### src/rtl/rhsd_pkg.sv
`default_nettype none

package rhsd_pkg;

  localparam int unsigned SPEED_W   = 9;
  localparam int unsigned DUTY_W    = 8;
  localparam int unsigned STEP_IV_W = 24;
  localparam int unsigned CFG_IDX_W = 1;

  localparam logic [STEP_IV_W-1:0] STEP_IV_RESET = 24'd1000;

  // The only 9-bit pattern outside +-255 and the value it is clamped to.
  localparam logic signed [SPEED_W-1:0] SPEED_LOW_RAW = 9'sh100;
  localparam logic signed [SPEED_W-1:0] SPEED_LOW_SAT = 9'sh101;

  typedef enum logic [0:0] {
    OP_SET_SPEED = 1'b0,
    OP_TICK      = 1'b1
  } opcode_e;

  typedef enum logic [CFG_IDX_W-1:0] {
    CFG_ONE_WIRE_MODE = 1'b0,
    CFG_STEP_INTERVAL = 1'b1
  } cfg_idx_e;

  typedef struct packed {
    logic [DUTY_W-1:0] a_duty;
    logic [DUTY_W-1:0] b_duty;
  } duty_pair_t;

endpackage

`default_nettype wire

### src/rtl/rhsd_duty_map.sv
`default_nettype none

// Maps a signed speed onto the two H-bridge pin duties.
module rhsd_duty_map (
  input  logic                                  one_wire_mode_i,
  input  logic signed [rhsd_pkg::SPEED_W-1:0]   speed_i,
  output rhsd_pkg::duty_pair_t                  duty_o
);
  import rhsd_pkg::*;

  logic [SPEED_W-1:0] mag_wide;
  logic [DUTY_W-1:0]  mag;
  logic               is_pos;
  logic               is_neg;

  assign is_neg   = speed_i[SPEED_W-1];
  assign is_pos   = !is_neg && (speed_i != '0);
  assign mag_wide = is_neg ? (~speed_i + {{(SPEED_W-1){1'b0}}, 1'b1}) : speed_i;
  assign mag      = mag_wide[DUTY_W-1:0];

  always_comb begin
    duty_o = '0;
    if (one_wire_mode_i) begin
      duty_o.a_duty = mag;
      duty_o.b_duty = is_pos ? {DUTY_W{1'b1}} : '0;
    end else if (is_pos) begin
      duty_o.a_duty = mag;
    end else if (is_neg) begin
      duty_o.b_duty = mag;
    end
  end

endmodule

`default_nettype wire

### src/rtl/ramped_hbridge_speed_drive.sv
// Ramped H-bridge speed drive.
// The input channel carries one item per transfer: either a set-speed command
// (opcode 0, with a signed speed and a ramp flag) or a one-microsecond tick
// (opcode 1). Every accepted item produces exactly one result transfer on the
// output channel: the duty for pin A, the duty for pin B and the signed speed
// now being driven.
// The configuration channel writes one_wire_mode (index 0) and step_interval
// (index 1); it is always ready and should only be used while the block is idle.
// The result of an item accepted at a clock edge is valid right after that
// edge. An item can be accepted in every cycle while the receiver takes the
// results, so throughput is one item per cycle; the state update and duty
// mapping sit between the input ports and the single result register.
// When the receiver stalls, the result register holds its value and the input
// side stays ready only as long as the held result is taken in the same cycle.
// Reset clears the speed, goal, ramp flag and step timer, sets two-wire mode
// and a step interval of 1000 ticks, and empties the result register.
`default_nettype none

module ramped_hbridge_speed_drive #(
  parameter int unsigned TIMER_WIDTH = 24
) (
  input  logic                                    clk_i,
  input  logic                                    rst_ni,
  // Item input channel
  input  logic                                    in_valid_i,
  output logic                                    in_ready_o,
  input  logic                                    opcode_i,
  input  logic signed [rhsd_pkg::SPEED_W-1:0]     speed_i,
  input  logic                                    use_ramp_i,
  // Result output channel
  output logic                                    out_valid_o,
  input  logic                                    out_ready_i,
  output logic [rhsd_pkg::DUTY_W-1:0]             a_duty_o,
  output logic [rhsd_pkg::DUTY_W-1:0]             b_duty_o,
  output logic signed [rhsd_pkg::SPEED_W-1:0]     current_speed_o,
  // Configuration write channel
  input  logic                                    cfg_valid_i,
  output logic                                    cfg_ready_o,
  input  logic [rhsd_pkg::CFG_IDX_W-1:0]          cfg_index_i,
  input  logic [rhsd_pkg::STEP_IV_W-1:0]          cfg_data_i
);
  import rhsd_pkg::*;

  // Configuration registers.
  logic                   one_wire_mode_q;
  logic [STEP_IV_W-1:0]   step_interval_q;

  // Drive state.
  logic signed [SPEED_W-1:0] present_q, present_d;
  logic signed [SPEED_W-1:0] goal_q, goal_d;
  logic                      ramp_q, ramp_d;
  logic [TIMER_WIDTH-1:0]    wait_q, wait_d;

  // Result register.
  logic                      out_valid_q;
  logic [DUTY_W-1:0]         a_duty_q;
  logic [DUTY_W-1:0]         b_duty_q;
  logic signed [SPEED_W-1:0] current_speed_q;

  logic                      in_fire;
  logic                      cfg_fire;
  logic signed [SPEED_W-1:0] target;
  logic [TIMER_WIDTH-1:0]    iv_sat;
  logic [TIMER_WIDTH-1:0]    wait_eff;
  logic                      do_step;
  duty_pair_t                duty;

  assign in_ready_o  = !out_valid_q || out_ready_i;
  assign in_fire     = in_valid_i && in_ready_o;
  assign cfg_ready_o = 1'b1;
  assign cfg_fire    = cfg_valid_i;

  // The step interval is clamped to what the timer can hold.
  generate
    if (TIMER_WIDTH > STEP_IV_W) begin : g_iv_wide
      assign iv_sat = {{(TIMER_WIDTH-STEP_IV_W){1'b0}}, step_interval_q};
    end else if (TIMER_WIDTH == STEP_IV_W) begin : g_iv_same
      assign iv_sat = step_interval_q;
    end else begin : g_iv_narrow
      assign iv_sat = (|step_interval_q[STEP_IV_W-1:TIMER_WIDTH]) ? {TIMER_WIDTH{1'b1}}
                                                                  : step_interval_q[TIMER_WIDTH-1:0];
    end
  endgenerate

  // A raw speed of -256 is clamped to -255.
  assign target = (speed_i == SPEED_LOW_RAW) ? SPEED_LOW_SAT : speed_i;

  always_comb begin
    present_d = present_q;
    goal_d    = goal_q;
    ramp_d    = ramp_q;
    wait_eff  = wait_q;
    if (opcode_i == OP_SET_SPEED) begin
      ramp_d = use_ramp_i;
      goal_d = target;
      if (!use_ramp_i) begin
        present_d = target;
      end
    end else if (wait_q != '0) begin
      wait_eff = wait_q - {{(TIMER_WIDTH-1){1'b0}}, 1'b1};
    end

    // A ramp step is tried after every ramped command and every tick; it is
    // never taken after a jump because ramp_d is then low.
    do_step = ramp_d && (wait_eff == '0) && (present_q != goal_d);
    wait_d  = wait_eff;
    if (do_step) begin
      if (present_q < goal_d) begin
        present_d = present_q + 9'sd1;
      end else begin
        present_d = present_q - 9'sd1;
      end
      wait_d = iv_sat;
    end
  end

  rhsd_duty_map u_duty_map (
    .one_wire_mode_i (one_wire_mode_q),
    .speed_i         (present_d),
    .duty_o          (duty)
  );

  always_ff @(posedge clk_i or negedge rst_ni) begin
    if (!rst_ni) begin
      one_wire_mode_q <= 1'b0;
      step_interval_q <= STEP_IV_RESET;
    end else if (cfg_fire) begin
      case (cfg_index_i)
        CFG_ONE_WIRE_MODE: one_wire_mode_q <= cfg_data_i[0];
        CFG_STEP_INTERVAL: step_interval_q <= cfg_data_i;
        default: ;
      endcase
    end
  end

  always_ff @(posedge clk_i or negedge rst_ni) begin
    if (!rst_ni) begin
      present_q   <= '0;
      goal_q      <= '0;
      ramp_q      <= 1'b0;
      wait_q      <= '0;
      out_valid_q <= 1'b0;
    end else begin
      if (in_fire) begin
        present_q <= present_d;
        goal_q    <= goal_d;
        ramp_q    <= ramp_d;
        wait_q    <= wait_d;
      end
      if (in_fire) begin
        out_valid_q <= 1'b1;
      end else if (out_ready_i) begin
        out_valid_q <= 1'b0;
      end
    end
  end

  always_ff @(posedge clk_i) begin
    if (in_fire) begin
      a_duty_q        <= duty.a_duty;
      b_duty_q        <= duty.b_duty;
      current_speed_q <= present_d;
    end
  end

  assign out_valid_o     = out_valid_q;
  assign a_duty_o        = a_duty_q;
  assign b_duty_o        = b_duty_q;
  assign current_speed_o = current_speed_q;

  // The held result always reports the speed that the state registers hold.
  a_result_matches_state: assert property (@(posedge clk_i) disable iff (!rst_ni)
    out_valid_q |-> (current_speed_q == present_q))
    else $error("result speed differs from present speed");

  // The clamp keeps the present speed off the one out-of-range pattern.
  a_speed_in_range: assert property (@(posedge clk_i) disable iff (!rst_ni)
    present_q != SPEED_LOW_RAW)
    else $error("present speed left the range +-255");

  // A tick moves the speed by at most one unit.
  a_tick_single_step: assert property (@(posedge clk_i) disable iff (!rst_ni)
    (in_fire && opcode_i == OP_TICK) |=>
      (present_q == $past(present_q) || present_q == $past(present_q) + 9'sd1 ||
       present_q == $past(present_q) - 9'sd1))
    else $error("tick moved speed by more than one unit");

  // While the timer is well above zero a tick only counts it down.
  a_timer_counts_down: assert property (@(posedge clk_i) disable iff (!rst_ni)
    (in_fire && opcode_i == OP_TICK && wait_q > {{(TIMER_WIDTH-1){1'b0}}, 1'b1}) |=>
      (wait_q == $past(wait_q) - {{(TIMER_WIDTH-1){1'b0}}, 1'b1} &&
       present_q == $past(present_q)))
    else $error("step timer did not count down");

  // A new item is only taken when the result register is free or draining.
  a_no_overwrite: assert property (@(posedge clk_i) disable iff (!rst_ni)
    (out_valid_q && !out_ready_i) |-> !in_fire)
    else $error("held result overwritten");

endmodule

`default_nettype wire
### config.mk
export PLATFORM = sky130hd
export DESIGN_NAME = ramped_hbridge_speed_drive
export DESIGN_NICKNAME = d
export VERILOG_FILES = /design/src/rtl/rhsd_pkg.sv /design/src/rtl/rhsd_duty_map.sv /design/src/rtl/ramped_hbridge_speed_drive.sv
export SDC_FILE = /design/constraint.sdc
export NUM_CORES = 1
export LEC_CHECK = 0
export ABC_CLOCK_PERIOD_IN_PS = 5520
export BUFFER_PORTS_ARGS = -buffer_cell sky130_fd_sc_hd__buf_2
export CORE_MARGIN = 10
export CORE_UTILIZATION = 55
export CTS_BUF_LIST = sky130_fd_sc_hd__clkbuf_8
export DETAILED_ROUTE_END_ITERATION = 7
export GPL_TIMING_DRIVEN = 0
export PLACE_DENSITY = 0.76
export SLEW_MARGIN = 20
export SYNTH_ARGS = -nofsm -noshare
export SYNTH_HDL_FRONTEND = slang
export SYNTH_SLANG_ARGS = --single-unit
### constraint.sdc
create_clock -name clk_i -period 5.52 [get_ports clk_i]
set_clock_uncertainty 0.05 [all_clocks]
set_input_delay 0.276 -clock clk_i [delete_from_list [all_inputs] [get_ports clk_i]]
set_output_delay 0.276 -clock clk_i [all_outputs]
set_load 0.005 [all_outputs]
=== After elaboration in Yosys (flattened, before gate mapping) ===
Cells that the tools add are included.

* Add/sub/neg operators: 4
* $lt $le $gt $ge: 1
* Equal/unequal tests: 2
* Muxes and demuxes: 18
* Bitwise operators: 2
* Reductions and logical operators: 13

{| class="wikitable"
|+ Operators by type and width
! kind !! count
|-
| two-way mux 24 bit || 3
|-
| two-way mux 9 bit || 6
|-
| two-way mux 8 bit || 5
|-
| zero test 24 bit || 1
|-
| nonzero test 24 bit || 1
|-
| subtractor 24 x 1 -> 24 bit, second input constant || 1
|-
| two-way mux 16 bit || 1
|-
| adder 9 x 2 -> 9 bit, second input constant || 1
|-
| equality test 9 bit, second input constant || 1
|-
| less-than comparator 9 bit || 1
|-
| inequality test 9 bit || 1
|-
| nonzero test 9 bit || 1
|-
| subtractor 9 x 2 -> 9 bit, second input constant || 1
|-
| adder 8 x 1 -> 8 bit, second input constant || 1
|-
| inverter 8 bit || 1
|-
| logical AND 1 bit || 4
|-
| AND reduction 2 bit || 2
|-
| two-way mux 1 bit || 3
|-
| zero test 1 bit || 2
|-
| nonzero test 2 bit || 1
|-
| logical OR 1 bit || 1
|-
| inverter 1 bit || 1
|}

* Register bits after elaboration: 94
* Bits of input ports: 41
* Output and inout bits: 28
* Logic and storage cells: 50

=== Logic depth before layout (Yosys ltp) ===
Gate-level depths: netlist of the first run.

* Depth after elaboration: 13
* Depth in mapped cells: 21
* Gate-level depth less buffers: 18

=== Modules after synthesis ===
A second synthesis of the first run with hierarchy kept.

* Cell total of the unflattened synthesis: 589
* Area total of the unflattened synthesis: 5,779.3 um^2

{| class="wikitable"
|+ Modules (own cells, without submodules)
! module !! instances !! cells each !! area each (um^2) !! sequential area each (um^2)
|-
| ramped_hbridge_speed_drive || 1 || 523 || 5,355.1 || 2,484.9
|-
| rhsd_duty_map || 1 || 66 || 424.2 || 0.0
|}

=== Worst setup path after synthesis of the first run ===
Ideal clock, no wire load.

* Path kind: input-to-reg
* From: input port opcode_i
* To: register b_duty_q[0] (netlist: b_duty_o[0]), data pin
* Setup time: 0.278 ns
* Arrival time: 4.043 ns
* Required time: 5.192 ns
* Setup slack: 1.149 ns
* Stages: 18
* Path buffers: 2
* Path through: clkbuf_1 > buf_1 > mux2i_1 > ha_1 > a21oi_1 > o21ai_0 > a211oi_1 > nor2_1 > xor2_1 > ha_1 > nor2_1 > nand4_1 > o32ai_1 > o21bai_1 > a211oi_4 > a31oi_1 > nand2_1 > o21ai_0

{| class="wikitable"
|+ RTL lines
! what !! line !! text
|-
| start, declared || ramped_hbridge_speed_drive.sv:27 || <nowiki>input logic opcode_i,</nowiki>
|-
| end signal, assigned || ramped_hbridge_speed_drive.sv:161 || <nowiki>b_duty_q <= duty.b_duty;</nowiki>
|-
| end, declared || ramped_hbridge_speed_drive.sv:57 || <nowiki>logic [DUTY_W-1:0] b_duty_q;</nowiki>
|}

==> reports/results.ini, run 1 <==
[drt]
vias_per_cell=6.11
drc=0
dr.pass1.iters=5
detail-route-antenna-nets=0
routedWlPerCell_microns=19.2
num_vias=5019
drtIter0Drc=534
drt_wl_total_microns=15800

[global_route]
antenna_found_initial=0
track_usage_pct=21.7
use_met3_pct=3.98
first_global_vias=5013
grt_max_degree=39
gr-total-overflow=0
grt_pass1_wl_microns=26000
busiest_layer=met2
use_met2_pct=37.4
met1_usage_pct=26.0

[setup_path]
worst_ep_required_time_ps=5590
cp_num_buf_inv=4
worstRegToRegCells=18
worstPathArrival_ps=5230
cp_top_family=simple AND/OR/NAND/NOR gates
worstPathCellList=inv_1, ha_1, and4bb_2, nand4_1, or4_1, a22o_1, nor4_4, nand3_4, clkbuf_2, nor2_1, a21oi_1, inv_1, ha_1, inv_1, and4bb_4, a31oi_1, nand2_1, o21ai_0
crit_type=flip-flop to flip-flop
cp_max_fo=10
worst_path_most_repeated_cell=inv_1
cp.depth=18
start_kind=flip-flop
r2r_slack_ps=360
critPathSlowestCell=or4_1
critPathMaxStageDelay_ps=600
critPathCaptureType=flip-flop

[clock_tree]
cts.sinks=94
numCtsBuffers=9
clock_path_buffers=2
clockRootBuffer=clkbuf_8
htree_num_levels=3
cts_tree=built
cts_setup_buffers=0
clk_pin_slew_worst_paths_ps=110
worstSkewPairLatency_ps=370

[floorplan]
die_w_microns=122
core_sq_mm=0.0102
die_y_microns=122
ioPinCount=69
initial_core_util_pct=55.8
rows=37
die-area_sq_mm=0.0148

[timing]
finalCritPeriodShare_pct=93.6
tightest_slew_ps=752
final_hold_viol_count=0
drv_slew=0
fmax_mhz=194
rsz0062_at_grt=false
setup_violations=0
finalSetupTns_ps=0
max-slew-margin-rel_pct=49.4
fin_crit_ps=5160

[power_and_ir_drop]
leakage_nw=2.68
pwr_density_cell_mw_per_mm2=351
ir_drop_uv=264
finalPower_mw=2.27

[status]
status=completed

[hold_path]
hp-class=input pin to flip-flop
whs_path_depth=2

[yosys]
synth_cell_type_count=82
syn_area_sq_mm=0.00569
synthCells=600
synth-edff-count=25
synth_seq_cells=94
yosysWarnings=0
yosysTopAreaCellShare_pct=27.7
synth_fp_nets=654
synth_area_leaders=dfrtp_1 (28%), edfxtp_1 (13%), mux2_2 (5.7%)
ys.flop_type=dfrtp_1
syn_avg_cell_area_sq_um=9.48
ys_seq_area_share_pct=43.7
synth-async-reset-ratio_pct=73.4
yosys.area.top_type=dfrtp_1

[final_layout]
regArea_sq_mm=0.00248
nNetsFinal=735
syn_to_final_growth_pct=13.8
n_fill_cell=864
utilization_pct=63.6
n_antenna_cell=0
drive_above_1_share_pct=22.7
multiInputGateArea_sq_mm=0.00299

[flow_run]
max_cap_violations=0

[place]
dp_hpwl_microns=12100
gp_congestion=0.970
port_buffers=67

## timing repair
item	CTS	global route
gates resized for setup	0	7
hold buffers	1	0
hold endpoints to repair	31	0
endpoints found under the setup margin	0	14
## cell type report
type,count,area share (%)
Clock inverter,7,1.18
Clock buffer,9,1.91
Multi-Input combinational cell,451,46.2
Tap cell,136,2.63
Sequential cell,94,38.4
Timing Repair Buffer,70,5.99
Buffer,35,2.57
Inverter,20,1.16
## per-stage QoR
stage                     cells  worst slack [ps]  hold WS [ps]  cell area (sq um)
final                       822               355          56.2               6470
after detailed placement    805              76.8           200               6240
after global routing        822              63.7          57.0               6470
after global placement      803               178           413               6190
after floorplan             600              1150         -69.6               5690
after CTS                   822               170          48.7               6450
## final timing paths
check | to | start
setup / recovery | b_duty_o[6]$_DFFE_PP_ | wait_q[0]$_DFFE_PN0P_
hold / removal | out_valid_o$_DFFE_PN0P_ | in_valid_i
setup reg to reg | b_duty_o[6]$_DFFE_PP_ | wait_q[0]$_DFFE_PN0P_
hold reg to reg | goal_q[3]$_DFFE_PN0P_ | goal_q[3]$_DFFE_PN0P_
max in group asynchronous | iv_sat[6]$_DFFE_PN1P_ | rst_ni
min in group asynchronous | goal_q[3]$_DFFE_PN0P_ | rst_ni
## logic make-up (layout without fill, tap and decap cells)
| logic type | count (synthesis) | after routing | share of synthesized area, % |
|---|---|---|---|
| compound gates | 161 | 161 | 18.4 |
| xor+xnor | 16 | 16 | 2.46 |
| mux | 43 | 43 | 8.42 |
| other cells | 1 | 1 | 0.0659 |
| fa+ha+maj | 13 | 13 | 2.86 |
| buf+inv | 55 | 141 | 4.18 |
| simple gates | 217 | 217 | 20.0 |
| flops | 94 | 94 | 43.7 |
## layout by cell type, fill, tap and decap left out, types with 13 or more instances in the layout
cell,instances
buf_2,69
nand2_1,67
dfrtp_1,63
nor2_1,52
o21ai_0,52
a21oi_1,42
mux2_2,29
edfxtp_1,25
clkbuf_1,20
inv_1,19
nor3_1,17
mux2i_1,13
ha_1,13
## layer usage
layer	share of wire [%]	wire (microns)	vias up
met5	0	0	-
met4	3.3	514	0
met3	5.9	926	46
met2	50	7950	204
met1	40	6360	2389
li1	-	-	2380
## power breakdown
part	internal, mW	leakage, nW	switching [mW]
logic	0.344	1.49	0.500
clock network	0.180	0.102	0.281
registers	0.855	1.09	0.112
## cell usage after synthesis (4+ instances only)
cell       n
nand2_1   67
dfrtp_1   63
nor2_1    52
o21ai_0   52
a21oi_1   42
mux2_2    29
edfxtp_1  25
clkbuf_1  22
inv_1     19
nor3_1    18
ha_1      13
mux2i_1   13
nand3_1   12
xnor2_1   10
a31oi_1    9
nand4_1    8
nor4_1     8
dfstp_2    6
xor2_1     6
a211oi_1   5
and3_1     5
nor4b_1    5
or3_1      5
or4_1      5
a22oi_1    4
and4_1     4
buf_1      4
nand2b_1   4
o22ai_1    4
o31ai_1    4
or2_2      4
## state kept, by name, indices dropped and copies added (netlist names)
signal	flops
b_duty_o	8
out_valid_o	1
current_speed_o	9
ramp_q	1
iv_sat	24
wait_q	24
goal_q	9
present_q	9
a_duty_o	8
one_wire_mode_q	1
## worst reg2reg max path, delay by kind of cell (launching register included)
| family | cells | cell delay (ps) |
|---|---|---|
| DFF | 1 | 460 |
| adders and majority gates | 2 | 480 |
| buffers and inverters | 4 | 720 |
| and+or+nand+nor | 8 | 2560 |
| AOI/OAI and AO/OA | 4 | 640 |
Note: power is estimated with default switching activity, not from simulation.
==> inputs of run 2 (changes only) <==
--- a/config.mk
+++ b/config.mk
@@ -13,6 +13,7 @@
 export DETAILED_ROUTE_END_ITERATION = 7
 export GPL_TIMING_DRIVEN = 0
 export PLACE_DENSITY = 0.76
+export RECOVER_POWER = 50
 export SLEW_MARGIN = 20
 export SYNTH_ARGS = -nofsm -noshare
 export SYNTH_HDL_FRONTEND = slang
==> reports/results.ini, run 2 (synthesized netlist as in run 1, its figures left out) <==
[final_layout]
syn_to_final_growth_pct=13.0
regArea_sq_mm=0.00248  ; unchanged
post-route-cell-area_sq_mm=0.00643  ; -0.73%
multiInputGateArea_sq_mm=0.00299  ; unchanged
n_antenna_cell=0  ; unchanged
layout_common_cells=nand2_1 (67), dfrtp_1 (63), nor2_1 (52), o21ai_0 (52), buf_2 (47)
n_fill_cell=886  ; +2.5%
drive_above_1_share_pct=19.2  ; -3.5 points
nNetsFinal=735  ; unchanged
fin_cells=822  ; unchanged
layout_commonest_cell=nand2_1
utilization_pct=63.1  ; -0.47 points

[clock_tree]
numCtsBuffers=9  ; unchanged
cts_setup_buffers=0  ; unchanged
cts.sinks=94  ; unchanged
clockRootBuffer=clkbuf_8
cts_tree=built
worstSkewPairLatency_ps=370  ; about the same
htree_num_levels=3  ; unchanged
clk_pin_slew_worst_paths_ps=110  ; about the same
clock_path_buffers=2  ; unchanged

[power_and_ir_drop]
finalPower_mw=2.27  ; -0.20%
leakage_nw=2.60  ; -2.8%
ir_drop_uv=263  ; -0.15%
pwr_density_cell_mw_per_mm2=353  ; +0.53%

[timing]
tightest_slew_ps=1980  ; +1230 ps
max-slew-margin-rel_pct=-32.2  ; -82 points
fin_crit_ps=5150  ; -15.8 ps
post-route-worst-setup-slack_ps=371  ; +15.8 ps
finalSetupTns_ps=0  ; unchanged
setup_violations=0  ; unchanged
holdWs_ps=51.7  ; -4.49 ps
drv_slew=72  ; +72
final_hold_viol_count=0  ; unchanged
rsz0062_at_grt=false
fmax_mhz=194  ; +0.31%
finalCritPeriodShare_pct=93.3  ; -0.29 points

[floorplan]
ioPinCount=69  ; unchanged
die-area_sq_mm=0.0148  ; unchanged
die_w_microns=122  ; unchanged
initial_core_util_pct=55.8  ; unchanged
die_y_microns=122  ; unchanged
rows=37  ; unchanged
core_sq_mm=0.0102  ; unchanged

[drt]
vias_per_cell=6.14  ; +0.60%
drt_wl_total_microns=15800  ; +0.57%
routedWlPerCell_microns=19.3  ; +0.57%
num_vias=5049  ; +0.60%
dr.pass1.iters=5  ; unchanged
drc=0  ; unchanged
detail-route-antenna-nets=0  ; unchanged
drtIter0Drc=522  ; -2.2%

[hold_path]
holdPathEnd=out_valid_o$_DFFE_PN0P_
min_from=in_valid_i
hp-class=input pin to flip-flop
whs_path_depth=2  ; unchanged

[setup_path]
cp_max_fo=10  ; unchanged
critPathCaptureType=flip-flop
crit_type=flip-flop to flip-flop
r2r_end=b_duty_o[6]$_DFFE_PP_
worstPathArrival_ps=5220  ; about the same
start_kind=flip-flop
r2r_start=wait_q[0]$_DFFE_PN0P_
worstRegToRegCells=18  ; unchanged
worst_ep_required_time_ps=5590  ; about the same
r2r_slack_ps=370  ; +20 ps

[status]
violations=max-capacitance violations, max-slew violations
status=finished with violations

[place]
place_area_sq_mm=0.00624  ; unchanged
dp_hpwl_microns=12100  ; unchanged
dp_cells=805  ; unchanged
port_buffers=67  ; unchanged
place_ws_ps=76.8  ; unchanged
gp_congestion=0.970  ; unchanged

[global_route]
antenna_found_initial=0  ; unchanged
track_usage_pct=21.7  ; unchanged
grt_pass1_wl_microns=26000  ; unchanged
gr-total-overflow=0  ; unchanged
grt_max_degree=39  ; unchanged
first_global_vias=5013  ; unchanged

[flow_run]
max_cap_violations=2  ; +2

run 2: report_power, final:
group / switching (mW) / internal [mW] / total (mW) / leakage [nW]
clock: 0.283 / 0.180 / 0.462 / 0.102
sequential: 0.113 / 0.855 / 0.968 / 1.09
combinational: 0.498 / 0.337 / 0.835 / 1.41
run 2: worst max path at each step:
stage,endpoint,startpoint,cells after the start
global placement,a_duty_o[0]$_DFFE_PP_,opcode_i,19
global route,b_duty_o[0]$_DFFE_PP_,wait_q[0]$_DFFE_PN0P_,18
finish,b_duty_o[6]$_DFFE_PP_,wait_q[0]$_DFFE_PN0P_,18
detailed placement,b_duty_o[6]$_DFFE_PP_,opcode_i,19
CTS,b_duty_o[0]$_DFFE_PP_,wait_q[15]$_DFFE_PN0P_,15
floorplan,b_duty_o[0]$_DFFE_PP_,opcode_i,18
run 2: layout make-up:
type	instances	share of cell area, %
sequential	94	38.7
clock inverter	7	1.19
inverter	20	1.17
clock buffer	9	1.93
timing repair buffer	70	5.30
tap	136	2.65
multi-input combinational	451	46.5
buffer	35	2.59
run 2: worst max-delay path, cell delays in order, from the launching register on:
cell and delay [ps]:
dfrtp_1 460, inv_1 130, ha_1 220, and4bb_2 360, nand4_1 240, or4_1 590
a22o_1 330, nor4_4 430, nand3_4 230, clkbuf_2 340, nor2_1 140, a21oi_1 70
inv_1 180, ha_1 240, inv_1 80, and4bb_4 320, a31oi_1 100, nand2_1 200
o21ai_0 140
run 2: timing repair:
action	in CTS	in global routing
hold buffers	1	0
endpoints found under the setup margin	0	14
hold endpoints to repair	31	0
resized for setup	0	7
run 2: per-layer routing:
layer | track usage, % | part of all wire [%]
met3 | 3.98 | 6.3
met4 | 9.24 | 3.1
met2 | 37.4 | 50
met1 | 26.0 | 40
met5 | 0 | 0
==> inputs of run 3 (changes only) <==
--- a/config.mk
+++ b/config.mk
@@ -12,9 +12,11 @@
 export CTS_BUF_LIST = sky130_fd_sc_hd__clkbuf_8
 export DETAILED_ROUTE_END_ITERATION = 7
 export GPL_TIMING_DRIVEN = 0
+export MAX_ROUTING_LAYER = met4
 export PLACE_DENSITY = 0.76
 export RECOVER_POWER = 50
 export SLEW_MARGIN = 20
 export SYNTH_ARGS = -nofsm -noshare
 export SYNTH_HDL_FRONTEND = slang
+export SYNTH_HIERARCHICAL = 1
 export SYNTH_SLANG_ARGS = --single-unit
==> reports/results.ini, run 3 <==
[status]
status=finished with violations
violations=max-capacitance violations, max-slew violations

[timing]
setup_violations=0  ; unchanged
max-slew-margin-rel_pct=-36.5  ; -4.2 points
drv_slew=72  ; unchanged
fmax_mhz=188  ; -3.0%
finalSetupTns_ps=0  ; unchanged
rsz0062_at_grt=false
fin_crit_ps=5310  ; +160 ps
tightest_slew_ps=2050  ; +63.7 ps
final_hold_viol_count=0  ; unchanged
finalCritPeriodShare_pct=96.2  ; +2.9 points

[drt]
routedWlPerCell_microns=20.3  ; +5.1%
drtIter0Drc=424  ; -19%
detail-route-antenna-nets=0  ; unchanged
vias_per_cell=6.37  ; +3.8%
num_vias=5170  ; +2.4%
drc=0  ; unchanged
dr.pass1.iters=6  ; +1
drt_wl_total_microns=16400  ; +3.7%

[power_and_ir_drop]
pwr_density_cell_mw_per_mm2=297  ; -16%
finalPower_mw=1.96  ; -14%
leakage_nw=2.62  ; +0.97%
p_int_mw=1.28  ; -7.1%
swShare_pct=34.9  ; -4.6 points
power.switching_mw=0.682  ; -24%
combPwrFrac_pct=29.4  ; -7.5 points
pwr-share-clk_pct=24.8  ; +4.4 points
ir_drop_uv=154  ; -42%
seqPwrFrac_pct=45.8  ; +3.1 points

[yosys]
synth_cell_type_count=79  ; -3.7%
synth-edff-count=25  ; unchanged
synthCells=589  ; -1.8%
synth_fp_nets=642  ; -1.8%
synth-async-reset-ratio_pct=73.4  ; unchanged
synth.most_common_cell=dfrtp_1
syn_avg_cell_area_sq_um=9.81  ; +3.5%
synth_area_leaders=dfrtp_1 (27%), edfxtp_1 (13%), mux2_2 (5.8%)
yosys.area.top_type=dfrtp_1
ys.flop_type=dfrtp_1
synth_seq_cells=94  ; unchanged
yosys-top-cells-count=dfrtp_1 (63), nand2_1 (45), nor2_1 (39)
ys_seq_area_share_pct=43.0  ; -0.69 points
yosysTopAreaCellShare_pct=27.3  ; -0.44 points
syn_area_sq_mm=0.00578  ; +1.6%
yosysWarnings=6  ; +6

[place]
port_buffers=67  ; unchanged
gp_congestion=0.978  ; +0.76%
dp_hpwl_microns=12300  ; +2.2%
place_area_sq_mm=0.00634  ; +1.7%

[final_layout]
nNetsFinal=723  ; -1.6%
layout_common_cells=dfrtp_1 (63), buf_2 (54), nand2_1 (45)
post-route-cell-area_sq_mm=0.00658  ; +2.4%
layout_commonest_cell=dfrtp_1
n_antenna_cell=0  ; unchanged
syn_to_final_growth_pct=13.9
drive_above_1_share_pct=22.2  ; +3.0 points
n_fill_cell=904  ; +2.0%

[setup_path]
worst_ep_required_time_ps=5650  ; +60 ps
critPathSlowestCell=or4_1
r2r_slack_ps=210  ; -160 ps
worstPathArrival_ps=5440  ; +220 ps
cp_top_family=simple AND/OR/NAND/NOR gates
cp_num_buf_inv=5  ; +1
start_kind=flip-flop
worstPathCellList=or4_1, buf_2, or4_4, maj3_2, a2111oi_1, nand4_1, or3_1, buf_2, buf_2, nand3_1, nand3_1, buf_6, or3_1, clkbuf_2, or4_1, o311ai_1
crit_type=flip-flop to flip-flop
critPathCaptureType=flip-flop
r2r_start=wait_q[5]$_DFFE_PN0P_
cp-endpoint=a_duty_o[5]$_DFFE_PP_
cp.depth=16  ; -2
worstRegToRegCells=16  ; -2
cp_max_fo=10  ; unchanged
critPathMaxStageDelay_ps=520  ; -70 ps
r2r_end=a_duty_o[5]$_DFFE_PP_
worst_path_most_repeated_cell=buf_2
critPathLaunch=wait_q[5]$_DFFE_PN0P_

[hold_path]
hp-class=input pin to flip-flop

[floorplan]
rows=37  ; unchanged
core_sq_mm=0.0103  ; +0.91%
ioPinCount=69  ; unchanged
die_y_microns=123  ; +0.67%
die-area_sq_mm=0.0150  ; +1.3%
initial_core_util_pct=56.2  ; +0.39 points
die_w_microns=123  ; +0.67%

[clock_tree]
clockRootBuffer=clkbuf_8
cts.sinks=94  ; unchanged
cts_tree=built
worstSkewPairLatency_ps=390  ; +20 ps
numCtsBuffers=9  ; unchanged
clock_path_buffers=2  ; unchanged
clk_pin_slew_worst_paths_ps=100  ; about the same
htree_num_levels=3  ; unchanged

[flow_run]
max_cap_violations=2  ; unchanged

[global_route]
first_global_vias=5149  ; +2.7%
gr-total-overflow=0  ; unchanged
antenna_found_initial=0  ; unchanged
track_usage_pct=22.7  ; +1.0 points
grt_pass1_wl_microns=26200  ; +0.96%
grt_max_degree=38  ; -2.6%

## run 3: worst min-delay path by stage
| stage | start | to | cells past startpoint |
|---|---|---|---|
| after global routing | cfg_data_i[17] | iv_sat[17]$_DFFE_PN0P_ | 2 |
| after floorplan | rst_ni | goal_q[0]$_DFFE_PN0P_ | 0 |
| after detailed placement | rst_ni | goal_q[5]$_DFFE_PN0P_ | 1 |
| after CTS | in_valid_i | out_valid_o$_DFFE_PN0P_ | 2 |
| final | in_valid_i | out_valid_o$_DFFE_PN0P_ | 2 |
| after global placement | goal_q[6]$_DFFE_PN0P_ | goal_q[6]$_DFFE_PN0P_ | 2 |
## run 3: cells by family after synthesis
| group | after synthesis | synth area share, % |
|---|---|---|
| AOI/OAI and AO/OA | 152 | 18.1 |
| xor gates and xnor gates | 9 | 1.36 |
| adders and majority gates | 13 | 2.79 |
| buffers and inverters | 57 | 4.96 |
| DFF | 94 | 43.0 |
| muxes | 52 | 9.66 |
| other | 1 | 0.0649 |
| and+or+nand+nor | 211 | 20.1 |
## run 3: timing repair
action	in CTS	in global routing
gates cloned	0	0
buffers inserted	0	0
hold buffers	1	0
pin swaps	0	0
gates resized for setup	5	10
setup endpoints to repair	16	13
hold endpoints to repair	30	0
## run 3: final cells by class
class	instances	area [sq um]	share of cell area (%)
inverter	20	75.1	1.14
sequential	94	2480	37.7
tap	136	170	2.59
buffer	37	216	3.29
clock inverter	7	80.1	1.22
clock buffer	9	124	1.88
timing repair buffer	70	353	5.36
multi-input combinational	438	3080	46.8
## run 3: through the flow
step                      hold WS, ps  std cells  setup WS, ps  utilization (%)
after CTS                        40.4        811          70.6             64.0
after global placement            414        792          -665             61.2
after global routing             53.8        811          19.3             64.0
final                            48.8        811           211             64.0
after floorplan                 -69.6        589           326                -
after detailed placement          225        794          -797             61.7
## run 3: worst register-to-register path, stage by stage (launching register included)
cell       delay (ps)
dfrtp_1           450
or4_1             520
buf_2             200
or4_4             490
maj3_2            350
a2111oi_1         420
nand4_1           220
or3_1             400
buf_2             240
buf_2             250
nand3_1           120
nand3_1           140
buf_6             170
or3_1             360
clkbuf_2          160
or4_1             480
o311ai_1          120
## run 3: power by group through the flow
stage	clock (mW)	sequential, mW	combinational [mW]
3_5_place_dp	0	0.909	0.560
3_3_place_gp	0	0.905	0.533
5_1_grt	0.523	0.910	0.635
2_1_floorplan	0	0.889	0.392
6_report	0.485	0.897	0.576
4_1_cts	0.491	0.895	0.567
## run 3: per-layer routing
metal | part of all wire [%] | wire [microns] | vias to the layer above | GRT usage, %
li1 | - | - | 2391 | -
met1 | 41 | 6770 | 2558 | 26.0
met2 | 50 | 8240 | 182 | 37.7
met3 | 5.7 | 937 | 39 | 4.78
met4 | 3.0 | 486 | 0 | 10.2
met5 | 0 | 0 | - | -
